[config.mk]
export PLATFORM = sky130hd
export DESIGN_NAME = tvb_minmod_slope_limiter
export DESIGN_NICKNAME = d
export VERILOG_FILES = /design/src/design/tvbmm_pkg.sv /design/src/design/tvbmm_dp.sv /design/src/design/tvbmm_ctrl.sv /design/src/design/tvb_minmod_slope_limiter.sv
export SDC_FILE = /design/constraint.sdc
export NUM_CORES = 2
export LEC_CHECK = 0
export CORE_ASPECT_RATIO = 1.75
export CORE_MARGIN = 2
export CORE_UTILIZATION = 40
export DETAILED_ROUTE_END_ITERATION = 8
export DONT_BUFFER_PORTS = 1
export GPL_TIMING_DRIVEN = 0
export PLACE_DENSITY = 0.6
export RECOVER_POWER = 100
export SLEW_MARGIN = 20
export SYNTH_ARGS = -nofsm -noshare
export SYNTH_HDL_FRONTEND = slang
export SYNTH_SLANG_ARGS = --single-unit
[constraint.sdc]
create_clock -name clock -period 10 [get_ports clock]
set_input_delay 2 -clock clock [delete_from_list [all_inputs] [get_ports clock]]
set_output_delay 2 -clock clock [all_outputs]
set_load 0.03 [all_outputs]
[src/design/tvbmm_pkg.sv]
// ----------------------------------------------------------------------------
// tvbmm_pkg
// Shared constants, codes and the controller-to-datapath command bundle of
// the TVB minmod slope limiter.
// ----------------------------------------------------------------------------
`default_nettype none

package tvbmm_pkg;

   // defaults for the top-level parameters
   localparam int MAX_CELLS_DEF  = 4096;
   localparam int VALUE_BITS_DEF = 32;

   // result cell index width and multiplier operand cap (magnitude bits)
   localparam int NUM_BITS = 12;
   localparam int MUL_CAP  = 48;

   // sqrt3 and 1/sqrt3 in Q30, split into a high part (c >> 15) and a low part
   localparam logic [30:0] SQRT3_Q30     = 31'd1859775393;
   localparam logic [30:0] INV_SQRT3_Q30 = 31'd619925131;
   localparam logic [15:0] SQRT3_HI      = SQRT3_Q30[30:15];
   localparam logic [14:0] SQRT3_LO      = SQRT3_Q30[14:0];
   localparam logic [15:0] INV_SQRT3_HI  = INV_SQRT3_Q30[30:15];
   localparam logic [14:0] INV_SQRT3_LO  = INV_SQRT3_Q30[14:0];

   // register file
   localparam int          CSR_ADDR_BITS = 4;
   localparam logic [1:0]  REG_ENABLE    = 2'd0;
   localparam logic [1:0]  REG_THRESHOLD = 2'd1;
   localparam logic [1:0]  REG_TOLERANCE = 2'd2;
   localparam logic [30:0] THRESHOLD_RST = 31'd2684355;
   localparam logic [30:0] TOLERANCE_RST = 31'd17;

   // window update on an accepted cell
   typedef enum logic [1:0] {
      WIN_NONE,
      WIN_HEAD,
      WIN_SECOND
   } win_type;

   // operand set of one limiting job
   typedef enum logic [1:0] {
      JOB_A,    // older, pending, incoming cell
      JOB_B,    // older, pending, head (after shift)
      JOB_C     // pending, head, second
   } job_type;

   // source of the emitted slope
   typedef enum logic [1:0] {
      SRC_LIMITED,
      SRC_CUR,
      SRC_HEAD
   } src_type;

   typedef struct packed {
      logic                accept;
      win_type             win;
      logic                load;
      logic                shift;
      job_type             job;
      logic                mul_hi;
      logic                mul_lo;
      logic                rnd;
      logic                minmod;
      logic                finish;
      logic                inv;
      logic                emit;
      src_type             src;
      logic [NUM_BITS-1:0] number;
      logic                status;
      logic                is_last;
   } dp_cmd_type;

endpackage

`default_nettype wire

[src/design/tvbmm_dp.sv]
// ----------------------------------------------------------------------------
// tvbmm_dp
// Datapath: cell window, differences, shared Q30 scaling multiplier, minmod
// selection, saturation, change test and the result register.
// ----------------------------------------------------------------------------
`default_nettype none

module tvbmm_dp
   import tvbmm_pkg::*;
#(
   parameter int VALUE_BITS = VALUE_BITS_DEF
) (
   input  wire logic                         clock,
   input  wire dp_cmd_type                   cmd,
   input  wire logic signed [VALUE_BITS-1:0] in_average,
   input  wire logic signed [VALUE_BITS-1:0] in_slope,
   input  wire logic                         limiter_enable,
   input  wire logic [30:0]                  tvb_threshold,
   input  wire logic [30:0]                  change_tolerance,
   output logic [NUM_BITS-1:0]               out_cell_number,
   output logic signed [VALUE_BITS-1:0]      out_limited_slope,
   output logic                              out_slope_changed,
   output logic                              out_status,
   output logic                              out_final_result
);

   localparam int VB   = VALUE_BITS;
   localparam int DW   = VB + 1;                          // exact differences
   localparam int MW   = VB + 1;                          // magnitudes
   localparam int MULW = (MW > MUL_CAP) ? MUL_CAP : MW;   // multiplier operand
   localparam int PW   = MULW + 16;                       // partial product
   localparam int SW   = MULW + 32;                       // rounding sum
   localparam int RW   = MULW + 1;                        // rounded product
   localparam int CMPW = (MW > 31) ? MW : 31;

   localparam logic [MW-1:0] OP_CAP = MW'({MULW{1'b1}});
   localparam logic [SW-1:0] HALF   = SW'(64'd1 << 29);
   localparam logic [RW-1:0] VMAX_R = RW'({(VB-1){1'b1}});
   localparam logic [RW-1:0] VMIN_R = VMAX_R + RW'(1);

   function automatic logic [MW-1:0] mag_of(input logic signed [DW-1:0] x);
      logic signed [DW-1:0] n;
      n = -x;
      return x[DW-1] ? MW'(n) : MW'(x);
   endfunction

   function automatic logic [MULW-1:0] cap_op(input logic [MW-1:0] v);
      return (v > OP_CAP) ? {MULW{1'b1}} : v[MULW-1:0];
   endfunction

   // window
   logic signed [VB-1:0] older_ff, pending_ff, pslope_ff;
   logic signed [VB-1:0] head_avg_ff, head_slope_ff, second_ff;
   logic signed [VB-1:0] cur_avg_ff, cur_slope_ff;

   // job working registers
   logic signed [DW-1:0] db_ff, df_ff;
   logic signed [VB-1:0] sl_ff;
   logic [MULW-1:0]      op_ff;
   logic                 neg_ff;
   logic [PW-1:0]        prod_ff, hi_ff;
   logic [RW-1:0]        rnd_ff;
   logic signed [VB-1:0] res_slope_ff;
   logic                 res_chg_ff;

   // result register
   logic [NUM_BITS-1:0]  out_num_ff;
   logic signed [VB-1:0] out_slope_ff;
   logic                 out_chg_ff, out_status_ff, out_last_ff;

   // operand selection
   logic signed [VB-1:0] left_c, mid_c, right_c, slope_c;
   logic signed [DW-1:0] db_in, df_in, slope_x;

   always_comb begin
      case (cmd.job)
         JOB_A: begin
            left_c  = older_ff;
            mid_c   = pending_ff;
            right_c = cur_avg_ff;
            slope_c = pslope_ff;
         end
         JOB_B: begin
            left_c  = older_ff;
            mid_c   = pending_ff;
            right_c = head_avg_ff;
            slope_c = pslope_ff;
         end
         JOB_C: begin
            left_c  = pending_ff;
            mid_c   = head_avg_ff;
            right_c = second_ff;
            slope_c = head_slope_ff;
         end
         default: begin
            left_c  = older_ff;
            mid_c   = pending_ff;
            right_c = cur_avg_ff;
            slope_c = pslope_ff;
         end
      endcase
      db_in   = {mid_c[VB-1], mid_c} - {left_c[VB-1], left_c};
      df_in   = {right_c[VB-1], right_c} - {mid_c[VB-1], mid_c};
      slope_x = {slope_c[VB-1], slope_c};
   end

   // shared scaling multiplier: high coefficient part, then low part
   logic [15:0]   coef_c;
   logic [PW-1:0] prod_in;
   logic [SW-1:0] sum_c;
   logic [RW-1:0] rnd_in;

   always_comb begin
      if (cmd.mul_hi) begin
         coef_c = cmd.inv ? INV_SQRT3_HI : SQRT3_HI;
      end else begin
         coef_c = {1'b0, cmd.inv ? INV_SQRT3_LO : SQRT3_LO};
      end
      prod_in = PW'(op_ff) * PW'(coef_c);
      sum_c   = (SW'(hi_ff) << 15) + SW'(prod_ff) + HALF;
      rnd_in  = sum_c[MULW+30:30];
   end

   // minmod with TVB threshold on a = sqrt3 * slope
   logic [MW-1:0]   a_mag, db_mag, df_mag, k_mag, m_mag;
   logic            a_pos, db_pos, df_pos, m_neg;
   logic [CMPW-1:0] a_cmp, thr_cmp;

   always_comb begin
      a_mag  = MW'(rnd_ff);
      db_mag = mag_of(db_ff);
      df_mag = mag_of(df_ff);
      a_pos  = !neg_ff && (a_mag != '0);
      db_pos = !db_ff[DW-1] && (db_ff != '0);
      df_pos = !df_ff[DW-1] && (df_ff != '0);
      a_cmp  = CMPW'(a_mag);
      thr_cmp = CMPW'(tvb_threshold);
      k_mag  = a_mag;
      if (db_mag < k_mag) begin
         k_mag = db_mag;
      end
      if (df_mag < k_mag) begin
         k_mag = df_mag;
      end
      if (a_cmp < thr_cmp) begin
         m_mag = a_mag;
         m_neg = neg_ff;
      end else if ((a_pos != db_pos) || (db_pos != df_pos)) begin
         m_mag = '0;
         m_neg = 1'b0;
      end else begin
         m_mag = k_mag;
         m_neg = !a_pos;
      end
   end

   // saturate the new slope and test the change
   logic signed [VB-1:0] fresh_c;
   logic signed [DW-1:0] diff_c;
   logic [MW-1:0]        diff_mag;
   logic [CMPW-1:0]      diff_cmp, tol_cmp;
   logic                 chg_c;

   always_comb begin
      if (!neg_ff && (rnd_ff > VMAX_R)) begin
         fresh_c = {1'b0, {(VB-1){1'b1}}};
      end else if (neg_ff && (rnd_ff > VMIN_R)) begin
         fresh_c = {1'b1, {(VB-1){1'b0}}};
      end else if (neg_ff) begin
         fresh_c = -$signed(rnd_ff[VB-1:0]);
      end else begin
         fresh_c = $signed(rnd_ff[VB-1:0]);
      end
      diff_c   = {sl_ff[VB-1], sl_ff} - {fresh_c[VB-1], fresh_c};
      diff_mag = mag_of(diff_c);
      diff_cmp = CMPW'(diff_mag);
      tol_cmp  = CMPW'(change_tolerance);
      chg_c    = limiter_enable && (diff_cmp > tol_cmp);
   end

   always_ff @(posedge clock) begin
      if (cmd.accept) begin
         cur_avg_ff   <= in_average;
         cur_slope_ff <= in_slope;
         case (cmd.win)
            WIN_HEAD: begin
               head_avg_ff   <= in_average;
               head_slope_ff <= in_slope;
            end
            WIN_SECOND: begin
               second_ff  <= in_average;
               older_ff   <= head_avg_ff;
               pending_ff <= in_average;
               pslope_ff  <= in_slope;
            end
            default: begin
            end
         endcase
      end
      if (cmd.load) begin
         db_ff  <= db_in;
         df_ff  <= df_in;
         sl_ff  <= slope_c;
         op_ff  <= cap_op(mag_of(slope_x));
         neg_ff <= slope_c[VB-1];
      end
      // advance the window once the first job has taken its operands
      if (cmd.shift) begin
         older_ff   <= pending_ff;
         pending_ff <= cur_avg_ff;
         pslope_ff  <= cur_slope_ff;
      end
      if (cmd.mul_hi) begin
         prod_ff <= prod_in;
      end
      if (cmd.mul_lo) begin
         hi_ff   <= prod_ff;
         prod_ff <= prod_in;
      end
      if (cmd.rnd) begin
         rnd_ff <= rnd_in;
      end
      if (cmd.minmod) begin
         op_ff  <= cap_op(m_mag);
         neg_ff <= m_neg;
      end
      if (cmd.finish) begin
         res_slope_ff <= chg_c ? fresh_c : sl_ff;
         res_chg_ff   <= chg_c;
      end
      if (cmd.emit) begin
         out_num_ff    <= cmd.number;
         out_status_ff <= cmd.status;
         out_last_ff   <= cmd.is_last;
         case (cmd.src)
            SRC_LIMITED: begin
               out_slope_ff <= res_slope_ff;
               out_chg_ff   <= res_chg_ff;
            end
            SRC_HEAD: begin
               out_slope_ff <= head_slope_ff;
               out_chg_ff   <= 1'b0;
            end
            default: begin
               out_slope_ff <= cur_slope_ff;
               out_chg_ff   <= 1'b0;
            end
         endcase
      end
   end

   assign out_cell_number   = out_num_ff;
   assign out_limited_slope = out_slope_ff;
   assign out_slope_changed = out_chg_ff;
   assign out_status        = out_status_ff;
   assign out_final_result  = out_last_ff;

endmodule

`default_nettype wire

[src/design/tvbmm_ctrl.sv]
// ----------------------------------------------------------------------------
// tvbmm_ctrl
// Controller: row position counter, job sequencing for the cells after the
// first two of a row, and the result valid flag.
// ----------------------------------------------------------------------------
`default_nettype none

module tvbmm_ctrl
   import tvbmm_pkg::*;
#(
   parameter int MAX_CELLS = MAX_CELLS_DEF
) (
   input  wire logic clock,
   input  wire logic reset,
   input  wire logic req_valid,
   input  wire logic req_row_end,
   output logic      req_stall,
   output logic      rsp_valid,
   input  wire logic rsp_stall,
   output dp_cmd_type cmd
);

   localparam int CW = $clog2(MAX_CELLS + 1);

   typedef enum logic [2:0] {
      S_IDLE,
      S_LOAD,
      S_MHI,
      S_MLO,
      S_RND,
      S_MINMOD,
      S_FINISH,
      S_EMIT
   } state_type;

   typedef enum logic [2:0] {
      R_SHORT0,    // one-cell row
      R_SHORT1A,   // two-cell row, cell 0
      R_SHORT1B,   // two-cell row, cell 1
      R_CELL_A,    // previous cell
      R_CELL_B,    // last cell
      R_CELL_C     // wrapped cell 0
   } res_type;

   state_type     state_ff, state_in;
   res_type       res_ff, res_in;
   logic          pass2_ff, pass2_in;
   logic          end_ff, end_in;
   logic [CW-1:0] cells_ff, cells_in;
   logic [CW-1:0] kk_ff, kk_in;
   logic          rsp_valid_ff, rsp_valid_in;

   logic                   accept, out_free;
   logic [CW-1:0]          num_c;
   logic [CW+NUM_BITS-1:0] num_wide;

   always_comb begin
      state_in     = state_ff;
      res_in       = res_ff;
      pass2_in     = pass2_ff;
      end_in       = end_ff;
      cells_in     = cells_ff;
      kk_in        = kk_ff;
      rsp_valid_in = rsp_valid_ff;

      accept   = (state_ff == S_IDLE) && req_valid;
      out_free = !rsp_valid_ff || !rsp_stall;

      if (rsp_valid_ff && !rsp_stall) begin
         rsp_valid_in = 1'b0;
      end

      cmd        = '0;
      cmd.win    = WIN_NONE;
      cmd.job    = JOB_A;
      cmd.src    = SRC_LIMITED;
      cmd.inv    = pass2_ff;

      // emitted fields of the pending result
      num_c = '0;
      case (res_ff)
         R_SHORT0: begin
            cmd.src     = SRC_CUR;
            cmd.status  = 1'b1;
            cmd.is_last = 1'b1;
         end
         R_SHORT1A: begin
            cmd.src    = SRC_HEAD;
            cmd.status = 1'b1;
         end
         R_SHORT1B: begin
            num_c       = CW'(1);
            cmd.src     = SRC_CUR;
            cmd.status  = 1'b1;
            cmd.is_last = 1'b1;
         end
         R_CELL_A: begin
            num_c = kk_ff - CW'(1);
         end
         R_CELL_B: begin
            cmd.job = JOB_B;
            num_c   = (kk_ff >= CW'(MAX_CELLS)) ? CW'(MAX_CELLS - 1) : kk_ff;
         end
         R_CELL_C: begin
            cmd.job     = JOB_C;
            cmd.is_last = 1'b1;
         end
         default: begin
         end
      endcase
      num_wide   = (CW + NUM_BITS)'(num_c);
      cmd.number = num_wide[NUM_BITS-1:0];

      case (state_ff)
         S_IDLE: begin
            if (accept) begin
               cmd.accept = 1'b1;
               end_in     = req_row_end;
               kk_in      = cells_ff;
               if (cells_ff == '0) begin
                  cmd.win = WIN_HEAD;
                  if (req_row_end) begin
                     res_in   = R_SHORT0;
                     state_in = S_EMIT;
                  end else begin
                     cells_in = CW'(1);
                  end
               end else if (cells_ff == CW'(1)) begin
                  cmd.win = WIN_SECOND;
                  if (req_row_end) begin
                     res_in   = R_SHORT1A;
                     state_in = S_EMIT;
                     cells_in = '0;
                  end else begin
                     cells_in = CW'(2);
                  end
               end else begin
                  res_in   = R_CELL_A;
                  state_in = S_LOAD;
                  if (req_row_end) begin
                     cells_in = '0;
                  end else if (cells_ff < CW'(MAX_CELLS)) begin
                     cells_in = cells_ff + CW'(1);
                  end
               end
            end
         end
         S_LOAD: begin
            cmd.load  = 1'b1;
            cmd.shift = (res_ff == R_CELL_A);
            pass2_in  = 1'b0;
            state_in  = S_MHI;
         end
         S_MHI: begin
            cmd.mul_hi = 1'b1;
            state_in   = S_MLO;
         end
         S_MLO: begin
            cmd.mul_lo = 1'b1;
            state_in   = S_RND;
         end
         S_RND: begin
            cmd.rnd  = 1'b1;
            state_in = pass2_ff ? S_FINISH : S_MINMOD;
         end
         S_MINMOD: begin
            cmd.minmod = 1'b1;
            pass2_in   = 1'b1;
            state_in   = S_MHI;
         end
         S_FINISH: begin
            cmd.finish = 1'b1;
            state_in   = S_EMIT;
         end
         S_EMIT: begin
            // hold until the result register is free
            if (out_free) begin
               cmd.emit     = 1'b1;
               rsp_valid_in = 1'b1;
               case (res_ff)
                  R_SHORT1A: begin
                     res_in = R_SHORT1B;
                  end
                  R_CELL_A: begin
                     if (end_ff) begin
                        res_in   = R_CELL_B;
                        state_in = S_LOAD;
                     end else begin
                        state_in = S_IDLE;
                     end
                  end
                  R_CELL_B: begin
                     res_in   = R_CELL_C;
                     state_in = S_LOAD;
                  end
                  default: begin
                     state_in = S_IDLE;
                  end
               endcase
            end
         end
         default: begin
            state_in = S_IDLE;
         end
      endcase
   end

   always_ff @(posedge clock) begin
      if (reset) begin
         state_ff     <= S_IDLE;
         res_ff       <= R_SHORT0;
         pass2_ff     <= 1'b0;
         end_ff       <= 1'b0;
         cells_ff     <= '0;
         kk_ff        <= '0;
         rsp_valid_ff <= 1'b0;
      end else begin
         state_ff     <= state_in;
         res_ff       <= res_in;
         pass2_ff     <= pass2_in;
         end_ff       <= end_in;
         cells_ff     <= cells_in;
         kk_ff        <= kk_in;
         rsp_valid_ff <= rsp_valid_in;
      end
   end

   assign req_stall = (state_ff != S_IDLE);
   assign rsp_valid = rsp_valid_ff;

endmodule

`default_nettype wire

[src/design/tvb_minmod_slope_limiter.sv]
// ----------------------------------------------------------------------------
// tvb_minmod_slope_limiter
// TVB minmod slope limiter for a periodic row of DG cells, with its register
// file, controller and datapath.
//
//   channel | direction | handshake           | beat
//   req     | in        | req_valid/req_stall | cell average, slope, row end
//   rsp     | out       | rsp_valid/rsp_stall | cell number, slope, flags
//   csr     | in/out    | APB psel/penable    | 32-bit register access
//
// The first two cells of a row are taken without a limiting job, and their
// results are emitted directly when the row ends on them. Every later cell
// runs a limiting job: the Q30 scaling runs twice through one shared
// multiplier, in two partial products and a rounding step each. The row end
// runs three such jobs for its three results.
// Reset is synchronous, clears the row position and sets the CSR registers to their reset values.
// A stalled result waits in the output register; the next cell is taken
// meanwhile and its result is held back until the register is free.
// ----------------------------------------------------------------------------
`default_nettype none

module tvb_minmod_slope_limiter
   import tvbmm_pkg::*;
#(
   parameter int MAX_CELLS  = MAX_CELLS_DEF,
   parameter int VALUE_BITS = VALUE_BITS_DEF
) (
   input  wire logic                         clock,
   input  wire logic                         reset,
   input  wire logic                         req_valid,
   output logic                              req_stall,
   input  wire logic signed [VALUE_BITS-1:0] req_cell_average,
   input  wire logic signed [VALUE_BITS-1:0] req_cell_slope,
   input  wire logic                         req_row_end,
   output logic                              rsp_valid,
   input  wire logic                         rsp_stall,
   output logic [NUM_BITS-1:0]               rsp_cell_number,
   output logic signed [VALUE_BITS-1:0]      rsp_limited_slope,
   output logic                              rsp_slope_changed,
   output logic                              rsp_status,
   output logic                              rsp_final_result,
   input  wire logic                         csr_psel,
   input  wire logic                         csr_penable,
   input  wire logic                         csr_pwrite,
   input  wire logic [CSR_ADDR_BITS-1:0]     csr_paddr,
   input  wire logic [31:0]                  csr_pwdata,
   output logic [31:0]                       csr_prdata,
   output logic                              csr_pready
);

   logic        enable_ff, enable_in;
   logic [30:0] thr_ff, thr_in;
   logic [30:0] tol_ff, tol_in;
   logic        csr_write;
   logic [1:0]  reg_sel;

   assign csr_pready = 1'b1;
   assign csr_write  = csr_psel && csr_penable && csr_pwrite;
   assign reg_sel    = csr_paddr[3:2];

   always_comb begin
      enable_in = enable_ff;
      thr_in    = thr_ff;
      tol_in    = tol_ff;
      if (csr_write) begin
         case (reg_sel)
            REG_ENABLE:    enable_in = csr_pwdata[0];
            REG_THRESHOLD: thr_in    = csr_pwdata[30:0];
            REG_TOLERANCE: tol_in    = csr_pwdata[30:0];
            default: begin
            end
         endcase
      end
      case (reg_sel)
         REG_ENABLE:    csr_prdata = {31'b0, enable_ff};
         REG_THRESHOLD: csr_prdata = {1'b0, thr_ff};
         REG_TOLERANCE: csr_prdata = {1'b0, tol_ff};
         default:       csr_prdata = '0;
      endcase
   end

   always_ff @(posedge clock) begin
      if (reset) begin
         enable_ff <= 1'b1;
         thr_ff    <= THRESHOLD_RST;
         tol_ff    <= TOLERANCE_RST;
      end else begin
         enable_ff <= enable_in;
         thr_ff    <= thr_in;
         tol_ff    <= tol_in;
      end
   end

   dp_cmd_type cmd;

   tvbmm_ctrl #(
      .MAX_CELLS(MAX_CELLS)
   ) u_ctrl (
      .clock      (clock),
      .reset      (reset),
      .req_valid  (req_valid),
      .req_row_end(req_row_end),
      .req_stall  (req_stall),
      .rsp_valid  (rsp_valid),
      .rsp_stall  (rsp_stall),
      .cmd        (cmd)
   );

   tvbmm_dp #(
      .VALUE_BITS(VALUE_BITS)
   ) u_dp (
      .clock            (clock),
      .cmd              (cmd),
      .in_average       (req_cell_average),
      .in_slope         (req_cell_slope),
      .limiter_enable   (enable_ff),
      .tvb_threshold    (thr_ff),
      .change_tolerance (tol_ff),
      .out_cell_number  (rsp_cell_number),
      .out_limited_slope(rsp_limited_slope),
      .out_slope_changed(rsp_slope_changed),
      .out_status       (rsp_status),
      .out_final_result (rsp_final_result)
   );

   // short rows only ever name cells 0 and 1
   a_short_cells: assert property (@(posedge clock) disable iff (reset)
      rsp_valid && rsp_status |-> (rsp_cell_number == '0) || (rsp_cell_number == NUM_BITS'(1)))
      else $error("short-row result with cell number above one");

   // a full row closes on the wrapped cell 0
   a_wrap_last: assert property (@(posedge clock) disable iff (reset)
      rsp_valid && rsp_final_result && !rsp_status |-> rsp_cell_number == '0)
      else $error("row closed on a cell other than cell 0");

   a_short_unchanged: assert property (@(posedge clock) disable iff (reset)
      rsp_valid && rsp_status |-> !rsp_slope_changed)
      else $error("short-row result marked as limited");

   a_off_unchanged: assert property (@(posedge clock) disable iff (reset)
      rsp_valid && !enable_ff |-> !rsp_slope_changed)
      else $error("slope changed with the limiter off");

endmodule

`default_nettype wire
==> run metrics <==
Multi-input gate area=33500 um2; status=finished with violations; Final min period=9.90 ns; simple-gate share of the synthesized area=11.1%; WS Path Type=reg2reg; fraction of registers with async set or reset after synthesis=0%; M1 WL=61700 um; Mapped Cells=5365; DRT Wirelength=192000 um; proportion of layout cells with a drive suffix above 1=6.59%; Max H-tree Level=3; EDFF count, synth=600; non-filler cells in the finished layout=7376; port bufs=0; Post-Syn Nets=6331; total die area=144000 um2; Hold-fix buffers, CTS=0; gpl congestion=1.01; max capacitance violation total=10; I/O pins=190; initial core utilization=40.2%; Core ar.=140000 um2; combinational family with the most area after synthesis=adder cells; die height=501 um; CP startpoint kind=flop; adder-cell share of the synthesized area=24.8%; initial drt markers=2585; failing checks=capacitance limit, slew limit; global route overflow=0; Worst Setup End Kind=flop; met2 WL=100000 um; clk_skew=0.0372 ns; remaining antenna violation count=0; fmax=0.101 GHz; initial antenna violation count=3; post-synthesis sequential area ratio=35.4%; Layout area overhead=9.21%; vias in the first global route=44200; Clk pin slew, worst setup/hold paths=0.06 ns; Die Wd=288 um; clk_lat worst skew=0.69 ns; dpl cell area=59200 um2; dpl cells=7228; FF+latch area=20000 um2; DR WL/cell=26.1 um; warnings from Yosys=0; commonest register cell after synthesis=edfxtp_1; post-route cell area=61600 um2; Final Max Slew Viols=260; Rows=182; Fillers=13600; Synth Cell Area=56400 um2; cts bufs inserted=69; mux contribution to synthesized area=6.02%; crit path DAT=10.26 ns; largest net degree at the start of global routing=37; TritonCTS clock tree=done; Final Cycle Share=99.0%; Synth Area in Compound Gates=12.6%; Slew @ Worst Pin=2.38 ns; drc violations=0; root buf cell=clkbuf_16; critical path's slowest cell=mux2i_1; Mapped Avg Cell Area=10.5 um2; xor/xnor cell area share of the yosys netlist=4.28%; nets=6449; Worst EP required=10.36 ns; Setup-failing EPs final=0; final hold violations=0; slowest stage delay, CP=0.67 ns; HPWL Detailed=159000 um; top layer in use=met4; Pre-antenna DRT Iters=7; clock buffer depth=3; critical-path maximum fanout=10; relative slew slack=-58.9%; GRT Util Overall=26.8%; vias post-DR=41800; clock sink total=698; Yosys cell types=89; #FFs+latches synth=698; vias per inst=5.67; met3 wire len=8750 um; first-pass GRT wire length=282000 um; Hold WC Path Type=reg2reg; setup tns final=0 ns; final core occ=43.9%
## per-stage QoR
stage,setup slack (ns),hold slack [ns]
global route,-0.00964,0.421
finish,0.105,0.414
CTS,0.00214,0.415
floorplan,0.962,0.400
global placement,-2.26,0.401
detailed placement,-1.74,0.405
## area by class of cell
type | count | area share, %
inverter | 666 | 4.06
antenna | 1 | 0.00406
clock inverter | 42 | 0.737
clock buffer | 81 | 2.94
multi-input combinational | 3821 | 54.4
tap | 1840 | 3.74
sequential | 698 | 32.4
buffer | 175 | 1.18
timing repair buffer | 52 | 0.548
## synth_stat cells (56+ instances only)
library cell | instances | area (um2)
a21o_1 | 115 | 863
a21oi_1 | 285 | 1430
a22oi_1 | 83 | 623
and2_1 | 103 | 644
clkbuf_1 | 150 | 563
dfxtp_1 | 98 | 1960
edfxtp_1 | 600 | 18000
fa_1 | 435 | 8710
ha_1 | 423 | 5290
inv_1 | 666 | 2500
mux2_2 | 138 | 1550
mux2i_1 | 184 | 1840
nand2_1 | 420 | 1580
nand2b_1 | 129 | 807
nand3_1 | 56 | 280
nor2_1 | 236 | 886
nor2b_1 | 56 | 350
nor3_1 | 68 | 340
o21ai_0 | 261 | 1310
xnor2_1 | 206 | 1800
xor2_1 | 70 | 613
## registers in the layout, summed over array words and instances (netlist names), 33 cells and up
register and cells:
u_dp.rnd_ff 34, u_dp.hi_ff 49, u_dp.df_ff 33, u_dp.op_ff 33, u_dp.prod_ff 49, u_dp.db_ff 33
## path summary, 6_finish.rpt
kind | startpoint | end | slack (ns) | cells past startpoint
setup / recovery | u_dp.rnd_ff[7] | u_dp.res_slope_ff[31] | 0.10 | 33
hold / removal | u_dp.prod_ff[12] | u_dp.hi_ff[12] | 0.41 | 0
setup reg to reg | u_dp.rnd_ff[7] | u_dp.res_slope_ff[31] | 0.10 | 33
hold reg to reg | u_dp.prod_ff[12] | u_dp.hi_ff[12] | 0.41 | 0
## routing by layer
layer  GRT usage (%)  up-vias
li1                -    19000
met5               0        -
met4            24.3        0
met1            25.1    20800
met3            4.09      650
met2            49.2     1392
## cells by family after synthesis
family                     Yosys count
and+or+nand+nor                   1268
AOI/OAI and AO/OA                 1095
adders and majority gates          858
buffers and inverters              846
DFF                                698
muxes                              322
xor gates and xnor gates           276
other                                2
## what timing repair did
| action | 4_1_cts | 5_1_grt |
|---|---|---|
| buffers inserted | 9 | 20 |
| pin swaps | 3 | 15 |
| endpoints found under the setup margin | 39 | 41 |
| hold endpoints to repair | 0 | 0 |
| gates resized for setup | 39 | 61 |
## worst max-delay path: cells and delay by family (launching register included)
kind	cells	cell delay, ns
simple gates	14	3.59
compound gates	12	3.19
mux	1	0.67
buf+inv	3	0.65
fa+ha+maj	2	0.65
flops	1	0.61
xor+xnor	1	0.19
## cells in the final DEF, fill, tap and decap left out, types with 16 or more instances in the layout
cell / Yosys / layout
clkbuf_16: 0 / 70
mux2_2: 138 / 128
mux2i_1: 184 / 178
a22oi_1: 83 / 83
or3_1: 28 / 28
o31ai_1: 37 / 34
inv_1: 666 / 665
a21oi_1: 285 / 282
xnor2_1: 206 / 205
clkbuf_1: 150 / 179
a211o_1: 24 / 24
ha_1: 423 / 417
a21o_1: 115 / 115
or4_1: 19 / 19
nor2b_1: 56 / 56
nand3_1: 56 / 56
nand2b_1: 129 / 129
o211ai_1: 26 / 26
nor3_1: 68 / 65
a22o_1: 31 / 31
a211oi_1: 27 / 22
o21ai_0: 261 / 256
nor2_1: 236 / 235
buf_4: 5 / 30
and3_1: 26 / 26
o21bai_1: 18 / 18
xor2_1: 70 / 70
nand4_1: 53 / 53
nand2_1: 420 / 419
edfxtp_1: 600 / 600
o41ai_1: 16 / 16
fa_1: 435 / 435
o21a_1: 35 / 34
dfxtp_1: 98 / 98
and2_1: 103 / 92
Power is left out: the tool's default activity adds up to more than one toggle a clock period on the data nets, which glitch-free logic cannot reach.
